--- src/palette_color_matcher_assert.svh ---
// Assertion macros for the palette color matcher.
`ifndef PALETTE_COLOR_MATCHER_ASSERT_SVH
`define PALETTE_COLOR_MATCHER_ASSERT_SVH

`ifndef SYNTH
`define PCM_ASSERT_IMPL(label, clock, resetn, ante, cons) \
    label: assert property (@(posedge clock) disable iff (!(resetn)) (ante) |-> (cons)) \
        else $error("assertion failed");
`define PCM_ASSERT_NEXT(label, clock, resetn, ante, cons) \
    label: assert property (@(posedge clock) disable iff (!(resetn)) (ante) |=> (cons)) \
        else $error("assertion failed");
`else
`define PCM_ASSERT_IMPL(label, clock, resetn, ante, cons)
`define PCM_ASSERT_NEXT(label, clock, resetn, ante, cons)
`endif

`endif

--- src/pcm_pkg.sv ---
package pcm_pkg;

    localparam logic CMD_WRITE  = 1'b0;
    localparam logic CMD_LOOKUP = 1'b1;

    localparam logic CFG_FALLBACK    = 1'b0;
    localparam logic CFG_UPPER_START = 1'b1;

    localparam logic [7:0] FALLBACK_RESET    = 8'd255;
    localparam logic [7:0] UPPER_START_RESET = 8'd128;

    localparam int SEARCH_MAX = 256;

    typedef enum logic [1:0] {
        KIND_EXACT    = 2'd0,
        KIND_NEAREST  = 2'd1,
        KIND_FALLBACK = 2'd2
    } kind_t;

    typedef enum logic [2:0] {
        ST_IDLE  = 3'b001,
        ST_SCAN  = 3'b010,
        ST_DRAIN = 3'b100
    } state_t;

    typedef struct packed {
        logic wr;
        logic start;
        logic issue;
        logic load;
    } cmd_t;

    typedef struct packed {
        logic last_addr;
        logic pipe_empty;
        logic out_free;
    } status_t;

endpackage

--- src/pcm_ctrl.sv ---
module pcm_ctrl (
    input  logic             clk,
    input  logic             rst_n,
    input  logic             s_tvalid,
    input  logic             command,
    output logic             s_tready,
    input  pcm_pkg::status_t status,
    output pcm_pkg::cmd_t    cmd
);

    pcm_pkg::state_t state_reg;
    pcm_pkg::state_t state_next;
    logic            accept;

    assign s_tready = (state_reg == pcm_pkg::ST_IDLE);
    assign accept   = s_tvalid & s_tready;

    always_comb
    begin
        cmd.wr    = accept & (command == pcm_pkg::CMD_WRITE);
        cmd.start = accept & (command == pcm_pkg::CMD_LOOKUP);
        cmd.issue = (state_reg == pcm_pkg::ST_SCAN);
        cmd.load  = (state_reg == pcm_pkg::ST_DRAIN) & status.pipe_empty & status.out_free;
    end

    always_comb
    begin
        state_next = state_reg;
        unique case (state_reg)
            pcm_pkg::ST_IDLE:
            begin
                if (cmd.start)
                begin
                    state_next = pcm_pkg::ST_SCAN;
                end
            end
            pcm_pkg::ST_SCAN:
            begin
                if (status.last_addr)
                begin
                    state_next = pcm_pkg::ST_DRAIN;
                end
            end
            pcm_pkg::ST_DRAIN:
            begin
                if (cmd.load)
                begin
                    state_next = pcm_pkg::ST_IDLE;
                end
            end
            default:
            begin
                state_next = pcm_pkg::ST_IDLE;
            end
        endcase
    end

    always_ff @(posedge clk or negedge rst_n)
    begin
        if (!rst_n)
        begin
            state_reg <= pcm_pkg::ST_IDLE;
        end
        else
        begin
            state_reg <= state_next;
        end
    end

endmodule

--- config.mk ---
export PLATFORM = sky130hd
export DESIGN_NAME = pcm_ctrl
export DESIGN_NICKNAME = d
export VERILOG_FILES = /design/src/palette_color_matcher_assert.svh /design/src/pcm_pkg.sv /design/src/pcm_ctrl.sv
export SDC_FILE = /design/constraint.sdc
export NUM_CORES = 1
export LEC_CHECK = 0
export ABC_AREA = 1
export BUFFER_PORTS_ARGS = -buffer_cell sky130_fd_sc_hd__buf_2
export CAP_MARGIN = 20
export CORE_AREA = 3 3 40 42
export DETAILED_ROUTE_END_ITERATION = 7
export DIE_AREA = 0 0 43 45
export MAX_ROUTING_LAYER = met4
export PLACE_DENSITY_LB_ADDON = 0.1
export RECOVER_POWER = 50
export SYNTH_ARGS = -nofsm -noshare
export SYNTH_HDL_FRONTEND = slang
export SYNTH_SLANG_ARGS = --single-unit
--- constraint.sdc ---
create_clock -name clk -period 1.4 [get_ports clk]
set_clock_uncertainty 0.05 [all_clocks]
set_input_delay 0.07 -clock clk [delete_from_list [all_inputs] [get_ports clk]]
set_output_delay 0.07 -clock clk [all_outputs]
set_load 0.05 [all_outputs]
==> results.sh, run 1 <==
export IMPL_fmax_ghz=0.680
export IMPL_setup_violations=4
export IMPL_seqCellArea_um2=76.3
export IMPL_nets=59
export IMPL_final_util_pct=32.5
export IMPL_gp_congestion=0.714
export IMPL_routed_wl_um=546
export IMPL_drive_gt1_share_pct=58.8
export IMPL_dpl_worst_slack_ns=0.0353
export IMPL_rsz0062_at_grt="true"
export IMPL_arrival_ns=1.35
export IMPL_synth_nets=37
export IMPL_multi_input_area_um2=119
export IMPL_ys_warn_count=0
export IMPL_grt_start_max_net_pins=5
export IMPL_synth_simple_area_share_pct=42.4
export IMPL_grt_overflow=0
export IMPL_synth_area_um2=215
export IMPL_muxShareOfSynthArea_pct=0
export IMPL_die_y_um=45
export IMPL_synth_seq_cells=3
export IMPL_ys_seq_area_share_pct=35.5
export IMPL_final_setup_worst_slack_ns=-0.0706
export IMPL_path_delay_family="flip-flops"
export IMPL_numCtsBuffers=3
export IMPL_syn2layout_area_growth_pct=94.2
export IMPL_finalCritPeriodShare_pct=105
export IMPL_drt_iter0_drc=2
export IMPL_clock_path_buffers=2
export IMPL_swShare_pct=43.2
export IMPL_slew_headroom_pct=85.9
export IMPL_synthTopCellsByCount="8 x inv_1, 7 x nand2_1, 3 x nand3_1"
export IMPL_hpwl_um=448
export IMPL_crit_path_start_kind="register"
export IMPL_cts_root_buf="clkbuf_4"
export IMPL_cts_sinks=3
export IMPL_grtUsageTotal_pct=6.79
export IMPL_synth_ff_type="dfrtp_1"
export IMPL_cp_end_kind="primary output"
export IMPL_maxCapViolCount=0
export IMPL_h_tree_depth=1
export IMPL_leakagePower_nw=0.222
export IMPL_synth_distinct_cells=13
export IMPL_yosys_top_cells_area="dfrtp_1 23%, inv_1 14%, dfstp_2 12%"
export IMPL_worst_path_max_delay_cell="dfstp_2"
export IMPL_rows=13
export IMPL_holdWs_ns=0.107
export IMPL_synthAdderAreaFrac_pct=0
export IMPL_setup_tns_ns=-0.212
export IMPL_switchingPower_mw=0.368
export IMPL_grt_pass1_wl_um=897
export IMPL_cellPowerDensity_nw_per_um2=2040
export IMPL_worstPathRequired_ns=1.28
export IMPL_routedWlPerCell_um=8.27
export IMPL_path_class="register to primary output"
export IMPL_die_w_um=43
export IMPL_violations="negative setup slack"
export IMPL_first_pass_iters=2
export IMPL_n_antenna_cell=0
export IMPL_async_flop_share_pct=100
export IMPL_initial_utilization_pct=16.7
export IMPL_cpPeakStageDelay_ns=0.53
export IMPL_io_pin_count=12
export IMPL_pwr_share_seq_pct=17.6
export IMPL_hp_class="primary input to register"
export IMPL_combPwrFrac_pct=65.1
export IMPL_vias=250
export IMPL_period_minus_slack_ns=1.47
export IMPL_synth_compound_area_share_pct=6.40
export IMPL_status="finished, violations left"
export IMPL_drc_errors=0
export IMPL_fill_cells=139
export IMPL_worst_slew_pin_slew_ns=0.211
export IMPL_antenna_found_initial=0
export IMPL_yosysMostFrequentCell="inv_1"
export IMPL_synth_top_area_share_pct=23.3
export IMPL_synth_top_family_by_area="simple AND/OR/NAND/NOR gates"
export IMPL_finalHoldViolations=0
export IMPL_ant_nets=0
export IMPL_clk_pin_slew_worst_paths_ns=0.04
export IMPL_cts_tree="built"
export IMPL_syn_inst=30
export IMPL_slew_violations=0
export IMPL_synth_xor_area_share_pct=0
export IMPL_largest_register_ffs=3
export IMPL_synth_edf_count=0
export IMPL_routed_via_density=3.79
export IMPL_post_synth_top_area_cell="dfrtp_1"
export IMPL_die_area_um2=1940
export IMPL_coreArea_um2=1280
export IMPL_crit_chain="inv_2, nor3_4, inv_2, nor3_4, buf_6"
export IMPL_vdd_drop_max_mv=0.739
export IMPL_clock_latency_ns=0.23
export IMPL_grt_pass1_vias=249
export IMPL_pwr_share_clk_pct=17.3
export IMPL_crit_buf_inv=3
export IMPL_synth_avg_cell_area_um2=7.17
export IMPL_crit_path_max_fanout=3
export IMPL_portBuffers=11
export IMPL_p_int_mw=0.484
-- worst paths after layout --
kind                              startpoint           end  slack (ns)  cells past startpoint
worst max-delay path            state_reg[0]        cmd[3]       -0.07                      5
worst min-delay path               status[2]  state_reg[1]        0.11                      4
worst max register to register  state_reg[0]  state_reg[2]       -0.01                      8
worst min register to register  state_reg[1]  state_reg[2]        0.63                      3
max in group asynchronous              rst_n  state_reg[0]        0.95                      2
min in group asynchronous              rst_n  state_reg[2]        0.12                      2
-- layout make-up --
type	instances	area share, %
sequential	3	18.3
tap	15	4.49
timing repair buffer	17	33.5
multi-input combinational	18	28.4
clock buffer	4	6.29
inverter	9	8.98
-- metrics by stage --
stage	area (um^2)	instances	power (mW)
after floorplan	225	30	0.437
final	418	66	0.852
after detailed placement	307	57	0.533
after global routing	418	66	0.923
after CTS	377	63	0.759
after global placement	307	57	0.529
-- placed cells by master, fill, tap and decap left out, types with 2 or more instances in the layout --
master	Yosys	final
buf_2	0	5
nor3_4	1	2
nand2_1	7	6
buf_6	0	3
nand3_1	3	2
buf_4	0	5
dfrtp_1	2	2
inv_1	8	5
nand3_2	1	2
buf_8	0	2
inv_2	1	3
nor2_1	2	2
clkbuf_1	0	2
clkbuf_4	0	3
-- kinds of logic after synthesis --
group | count (synthesis)
DFF | 3
AOI/OAI and AO/OA | 2
buffers and inverters | 9
and+or+nand+nor | 16
-- what timing repair did --
action | CTS | global route
buffers inserted | 1 | 3
hold buffers | 1 | 0
endpoints found under the setup margin | 3 | 5
gates resized for setup | 8 | 8
hold endpoints to repair | 3 | 0
-- power by group through the flow --
stage                     registers, mW  clock network (mW)  logic [mW]
after detailed placement          0.152                   0       0.381
after floorplan                   0.147                   0       0.291
after global placement            0.151                   0       0.378
after CTS                         0.151               0.154       0.454
final                             0.150               0.147       0.555
after global routing              0.156               0.169       0.597
-- tightest hold or removal path: stages --
cell	delay (ns)
buf_2	0.07
inv_1	0.03
nand3_1	0.10
nand2_1	0.07
-- metal layers --
metal	up-vias	part of all wire, %	track usage, %
met4	0	0	7.23
met1	109	38	7.04
met3	0	7.1	1.59
li1	133	-	-
met5	-	0	-
met2	8	55	10.2
(Power assumes the default switching activity.)
==> inputs of run 2 (changes only) <==
GPL_TIMING_DRIVEN = 0   (was not set)
clock period = 1.82 ns   (was 1.4 ns; I/O delays follow)
==> run 2 against run 1 <==
  * The run now ends clean
  * Wire length decreased by 11%
  * Register-to-register slack gained 0.67 ns
  * Cell count shrank 7.6%
  * Largest power group unchanged
  * Power is 43% lower
  * Hold slack lost 0.0086 ns
  * Final area shrank 21%
  * Clock-buffer cell count unchanged
  * Sequential power decreased by 24%
  * Global-route usage is 0.61 points lower
  * Critical path depth stayed put
  * Flip-flop and latch count unchanged
==> results.sh, run 2 (synthesis results as in run 1) <==
export IMPL_setup_tns_ns=0
export IMPL_dpl_worst_slack_ns=0.426
export IMPL_fmax_ghz=0.609
export IMPL_drt_iter0_drc=2
export IMPL_final_area_um2=330
export IMPL_mostFrequentLayoutCell="buf_2"
export IMPL_grt_pass1_vias=235
export IMPL_coreArea_um2=1280
export IMPL_cts_sinks=3
export IMPL_drc_errors=0
export IMPL_grt_start_max_net_pins=5
export IMPL_die_w_um=43
export IMPL_antenna_found_initial=0
export IMPL_n_antenna_cell=0
export IMPL_setup_violations=0
export IMPL_fill_cells=150
export IMPL_slew_violations=0
export IMPL_finalCritPeriodShare_pct=90.2
export IMPL_final_util_pct=25.7
export IMPL_holdWs_ns=0.0987
export IMPL_syn2layout_area_growth_pct=53.5
export IMPL_rsz0062_at_grt="false"
export IMPL_gp_congestion=0.711
export IMPL_slew_headroom_pct=83.1
export IMPL_maxCapViolCount=0
export IMPL_worstPathRequired_ns=1.68
export IMPL_die_y_um=45
export IMPL_routedWlPerCell_um=7.98
export IMPL_first_pass_iters=4
export IMPL_cts_root_buf="clkbuf_4"
export IMPL_clk_pin_slew_worst_paths_ns=0.04
export IMPL_hpwl_um=438
export IMPL_io_pin_count=12
export IMPL_routed_via_density=3.57
export IMPL_cts_resized=0
export IMPL_arrival_ns=1.50
export IMPL_largest_register_ffs=3
export IMPL_ant_nets=0
export IMPL_h_tree_depth=1
export IMPL_grt_pass1_wl_um=862
export IMPL_path_class="register to primary output"
export IMPL_final_cell_mix="10 x buf_2, 9 x inv_1, 7 x nand2_1"
export IMPL_finalHoldViolations=0
export IMPL_drive_gt1_share_pct=41.3
export IMPL_rows=13
export IMPL_placed_area_um2=295
export IMPL_postCtsHoldBufs=1
export IMPL_cellPowerDensity_nw_per_um2=1470
export IMPL_crit_path_max_fanout=4
export IMPL_vias=218
export IMPL_initial_utilization_pct=16.7
export IMPL_status="finished, final reports clean"
export IMPL_die_area_um2=1940
export IMPL_final_setup_worst_slack_ns=0.178
export IMPL_routed_wl_um=487
export IMPL_grt_overflow=0
export IMPL_cp_end_kind="primary output"
export IMPL_hp_class="primary input to register"
export IMPL_cts_tree="built"
export IMPL_period_minus_slack_ns=1.64
export IMPL_numCtsBuffers=3
export IMPL_vdd_drop_max_mv=0.413
export IMPL_crit_path_start_kind="register"
export IMPL_clock_path_buffers=2
export IMPL_cts_setup_buffers=0
export IMPL_grtUsageTotal_pct=6.19
export IMPL_leakagePower_nw=0.202
export IMPL_nets=54
export IMPL_worst_slew_pin_slew_ns=0.256
export IMPL_portBuffers=11
export IMPL_clock_latency_ns=0.23
[run 2: report_power, final]
group	internal [mW]	switching (mW)	total (mW)
sequential	0.0948	0.0188	0.114
combinational	0.0689	0.191	0.260
clock	0.0819	0.0304	0.112
total	0.246	0.241	0.486
[run 2: worst paths after layout]
kind	from	end	slack [ns]	cells after the start
max	state_reg[0]	cmd[3]	0.18	5
min	s_tvalid	state_reg[1]	0.1	3
max reg2reg	state_reg[0]	state_reg[0]	0.66	5
max in group asynchronous	rst_n	state_reg[0]	1.35	2
min reg2reg	state_reg[1]	state_reg[0]	0.59	3
min in group asynchronous	rst_n	state_reg[1]	0.15	2
[run 2: area by class of cell]
type | count | area (um^2) | share of cell area [%]
Multi-Input combinational cell | 18 | 111 | 33.7
Sequential cell | 3 | 76.3 | 23.1
Timing Repair Buffer | 12 | 63.8 | 19.3
Inverter | 9 | 33.8 | 10.2
Clock buffer | 4 | 26.3 | 7.95
Tap cell | 15 | 18.8 | 5.68
[run 2: metrics by stage]
| step | power, mW | cells |
|---|---|---|
| finish | 0.486 | 61 |
| global route | 0.525 | 61 |
| CTS | 0.501 | 61 |
| detailed placement | 0.383 | 56 |
| global placement | 0.379 | 56 |
| floorplan | 0.327 | 30 |
[run 2: critical path: stages (launching register included)]
cell	delay [ns]
dfstp_2	0.52
inv_1	0.07
nor3_4	0.17
inv_1	0.11
nor3_4	0.11
buf_2	0.28
[run 2: layer usage]
layer	vias up	part of all wire (%)	track usage, %
li1	121	-	-
met1	93	36	6.05
met2	4	60	11.4
met3	0	3.5	0
met4	0	0	5.42
met5	-	0	-
==> inputs of run 3 (changes only) <==
CORE_AREA = 2 2 39 41   (was 3 3 40 42)
DIE_AREA = 0 0 41 43   (was 0 0 43 45)
clock period = 1.75 ns   (was 1.82 ns; I/O delays follow)
==> run 3 against run 2 <==
  * Die area shrank 8.9%
  * Combinational power up 6%
  * Sequential share of layout area fell by 0.087 points
  * Via count is 1.8% higher
  * Clock power rose by 6%
  * Highest routed layer unchanged
  * Sequential power about the same
  * Hold slack lost 0.0054 ns
  * Clock-buffer cell count did not move
  * Largest power group unchanged
==> results.sh, run 3 (synthesis results as in run 1) <==
export IMPL_status="finished, final reports clean"
export IMPL_cts_root_buf="clkbuf_4"
export IMPL_largest_register_ffs=3
export IMPL_coreArea_um2=1380
export IMPL_arrival_ns=1.48
export IMPL_maxCapViolCount=0
export IMPL_fill_cells=161
export IMPL_p_int_mw=0.256
export IMPL_worstPathRequired_ns=1.61
export IMPL_cts_tree="built"
export IMPL_combPwrFrac_pct=53.8
export IMPL_crit_path_max_fanout=4
export IMPL_gp_congestion=0.685
export IMPL_leakagePower_nw=0.201
export IMPL_vias=222
export IMPL_clock_latency_ns=0.23
export IMPL_pwr_share_seq_pct=22.9
export IMPL_grt_overflow=0
export IMPL_die_y_um=43
export IMPL_dpl_cell_count=57
export IMPL_pwr_share_clk_pct=23.3
export IMPL_drt_iter0_drc=2
export IMPL_first_pass_iters=2
export IMPL_routedWlPerCell_um=7.55
export IMPL_mostFrequentLayoutCell="buf_2"
export IMPL_cp_end_kind="primary output"
export IMPL_die_area_um2=1760
export IMPL_cts_resized=0
export IMPL_drive_gt1_share_pct=43.5
export IMPL_clk_pin_slew_worst_paths_ns=0.04
export IMPL_syn2layout_area_growth_pct=54.1
export IMPL_clock_path_buffers=2
export IMPL_hp_class="primary input to register"
export IMPL_grt_pass1_vias=243
export IMPL_drc_errors=0
export IMPL_io_pin_count=12
export IMPL_finalHoldViolations=0
export IMPL_n_antenna_cell=0
export IMPL_path_class="register to primary output"
export IMPL_portBuffers=11
export IMPL_grt_start_max_net_pins=5
export IMPL_hold_depth=3
export IMPL_switchingPower_mw=0.255
export IMPL_period_minus_slack_ns=1.61
export IMPL_cts_sinks=3
export IMPL_vdd_drop_max_mv=0.367
export IMPL_finalCritPeriodShare_pct=92.2
export IMPL_worst_slew_pin_slew_ns=0.255
export IMPL_cellPowerDensity_nw_per_um2=1540
export IMPL_postCtsHoldBufs=1
export IMPL_die_w_um=41
export IMPL_h_tree_depth=1
export IMPL_setup_violations=0
export IMPL_final_cells=62
export IMPL_slew_headroom_pct=83.1
export IMPL_routed_via_density=3.58
export IMPL_antenna_found_initial=0
export IMPL_initial_utilization_pct=15.6
export IMPL_setup_tns_ns=0
export IMPL_fmax_ghz=0.620
export IMPL_cts_setup_buffers=0
export IMPL_routed_wl_um=468
export IMPL_hpwl_um=408
export IMPL_final_cell_mix="10 x buf_2, 8 x inv_1, 7 x nand2_1"
export IMPL_grt_pass1_wl_um=828
export IMPL_seqCellArea_um2=76.3
export IMPL_grtUsageTotal_pct=7.76
export IMPL_crit_path_start_kind="register"
export IMPL_ant_nets=0
export IMPL_rsz0062_at_grt="false"
export IMPL_numCtsBuffers=3
export IMPL_nets=54
export IMPL_swShare_pct=49.9
export IMPL_multi_input_area_um2=111
export IMPL_rows=14
export IMPL_ff2ff_path_depth=5
export IMPL_slew_violations=0
[run 3: path summary, 6_finish.rpt]
kind,start,end,slack (ns)
setup / recovery,state_reg[0],cmd[3],0.14
hold / removal,s_tvalid,state_reg[1],0.09
setup reg to reg,state_reg[0],state_reg[2],0.57
hold reg to reg,state_reg[1],state_reg[0],0.59
max in group asynchronous,rst_n,state_reg[0],1.29
min in group asynchronous,rst_n,state_reg[1],0.14
[run 3: per-stage QoR]
stage | setup WS [ns] | area [um^2] | hold slack, ns | util, % | total power, mW
after detailed placement | 0.375 | 297 | -0.168 | 21.4 | 0.395
after global routing | 0.0234 | 332 | 0.112 | 24.0 | 0.551
after CTS | 0.120 | 333 | 0.0976 | 24.1 | 0.520
after global placement | 0.374 | 297 | -0.169 | 21.4 | 0.394
after floorplan | 0.00859 | 221 | -0.258 | - | 0.340
final | 0.137 | 332 | 0.0933 | 24.0 | 0.511
[run 3: worst max-delay path, stage by stage (launching register included)]
cell     delay, ns
dfstp_2       0.52
inv_1         0.07
nor3_4        0.20
inv_2         0.08
nor3_4        0.10
buf_2         0.28
[run 3: area by class of cell]
cell class / instances / area share, %
tap: 16 / 6.04
clock buffer: 4 / 7.92
multi-input combinational: 18 / 33.6
inverter: 9 / 10.2
timing repair buffer: 12 / 19.2
sequential: 3 / 23.0
[run 3: per-layer routing]
layer	vias to the layer above	part of all wire (%)	global-route usage, %
met2	4	60	11.6
met1	98	35	6.56
met3	0	4.3	3.14
met5	-	0	-
li1	120	-	-
met4	0	0	8.00
[run 3: power groups by stage]
stage / clock, mW / combinational, mW / sequential (mW)
after detailed placement: 0 / 0.276 / 0.119
after CTS: 0.123 / 0.279 / 0.118
after global placement: 0 / 0.275 / 0.120
after global routing: 0.128 / 0.302 / 0.121
after floorplan: 0 / 0.224 / 0.115
final: 0.119 / 0.275 / 0.117
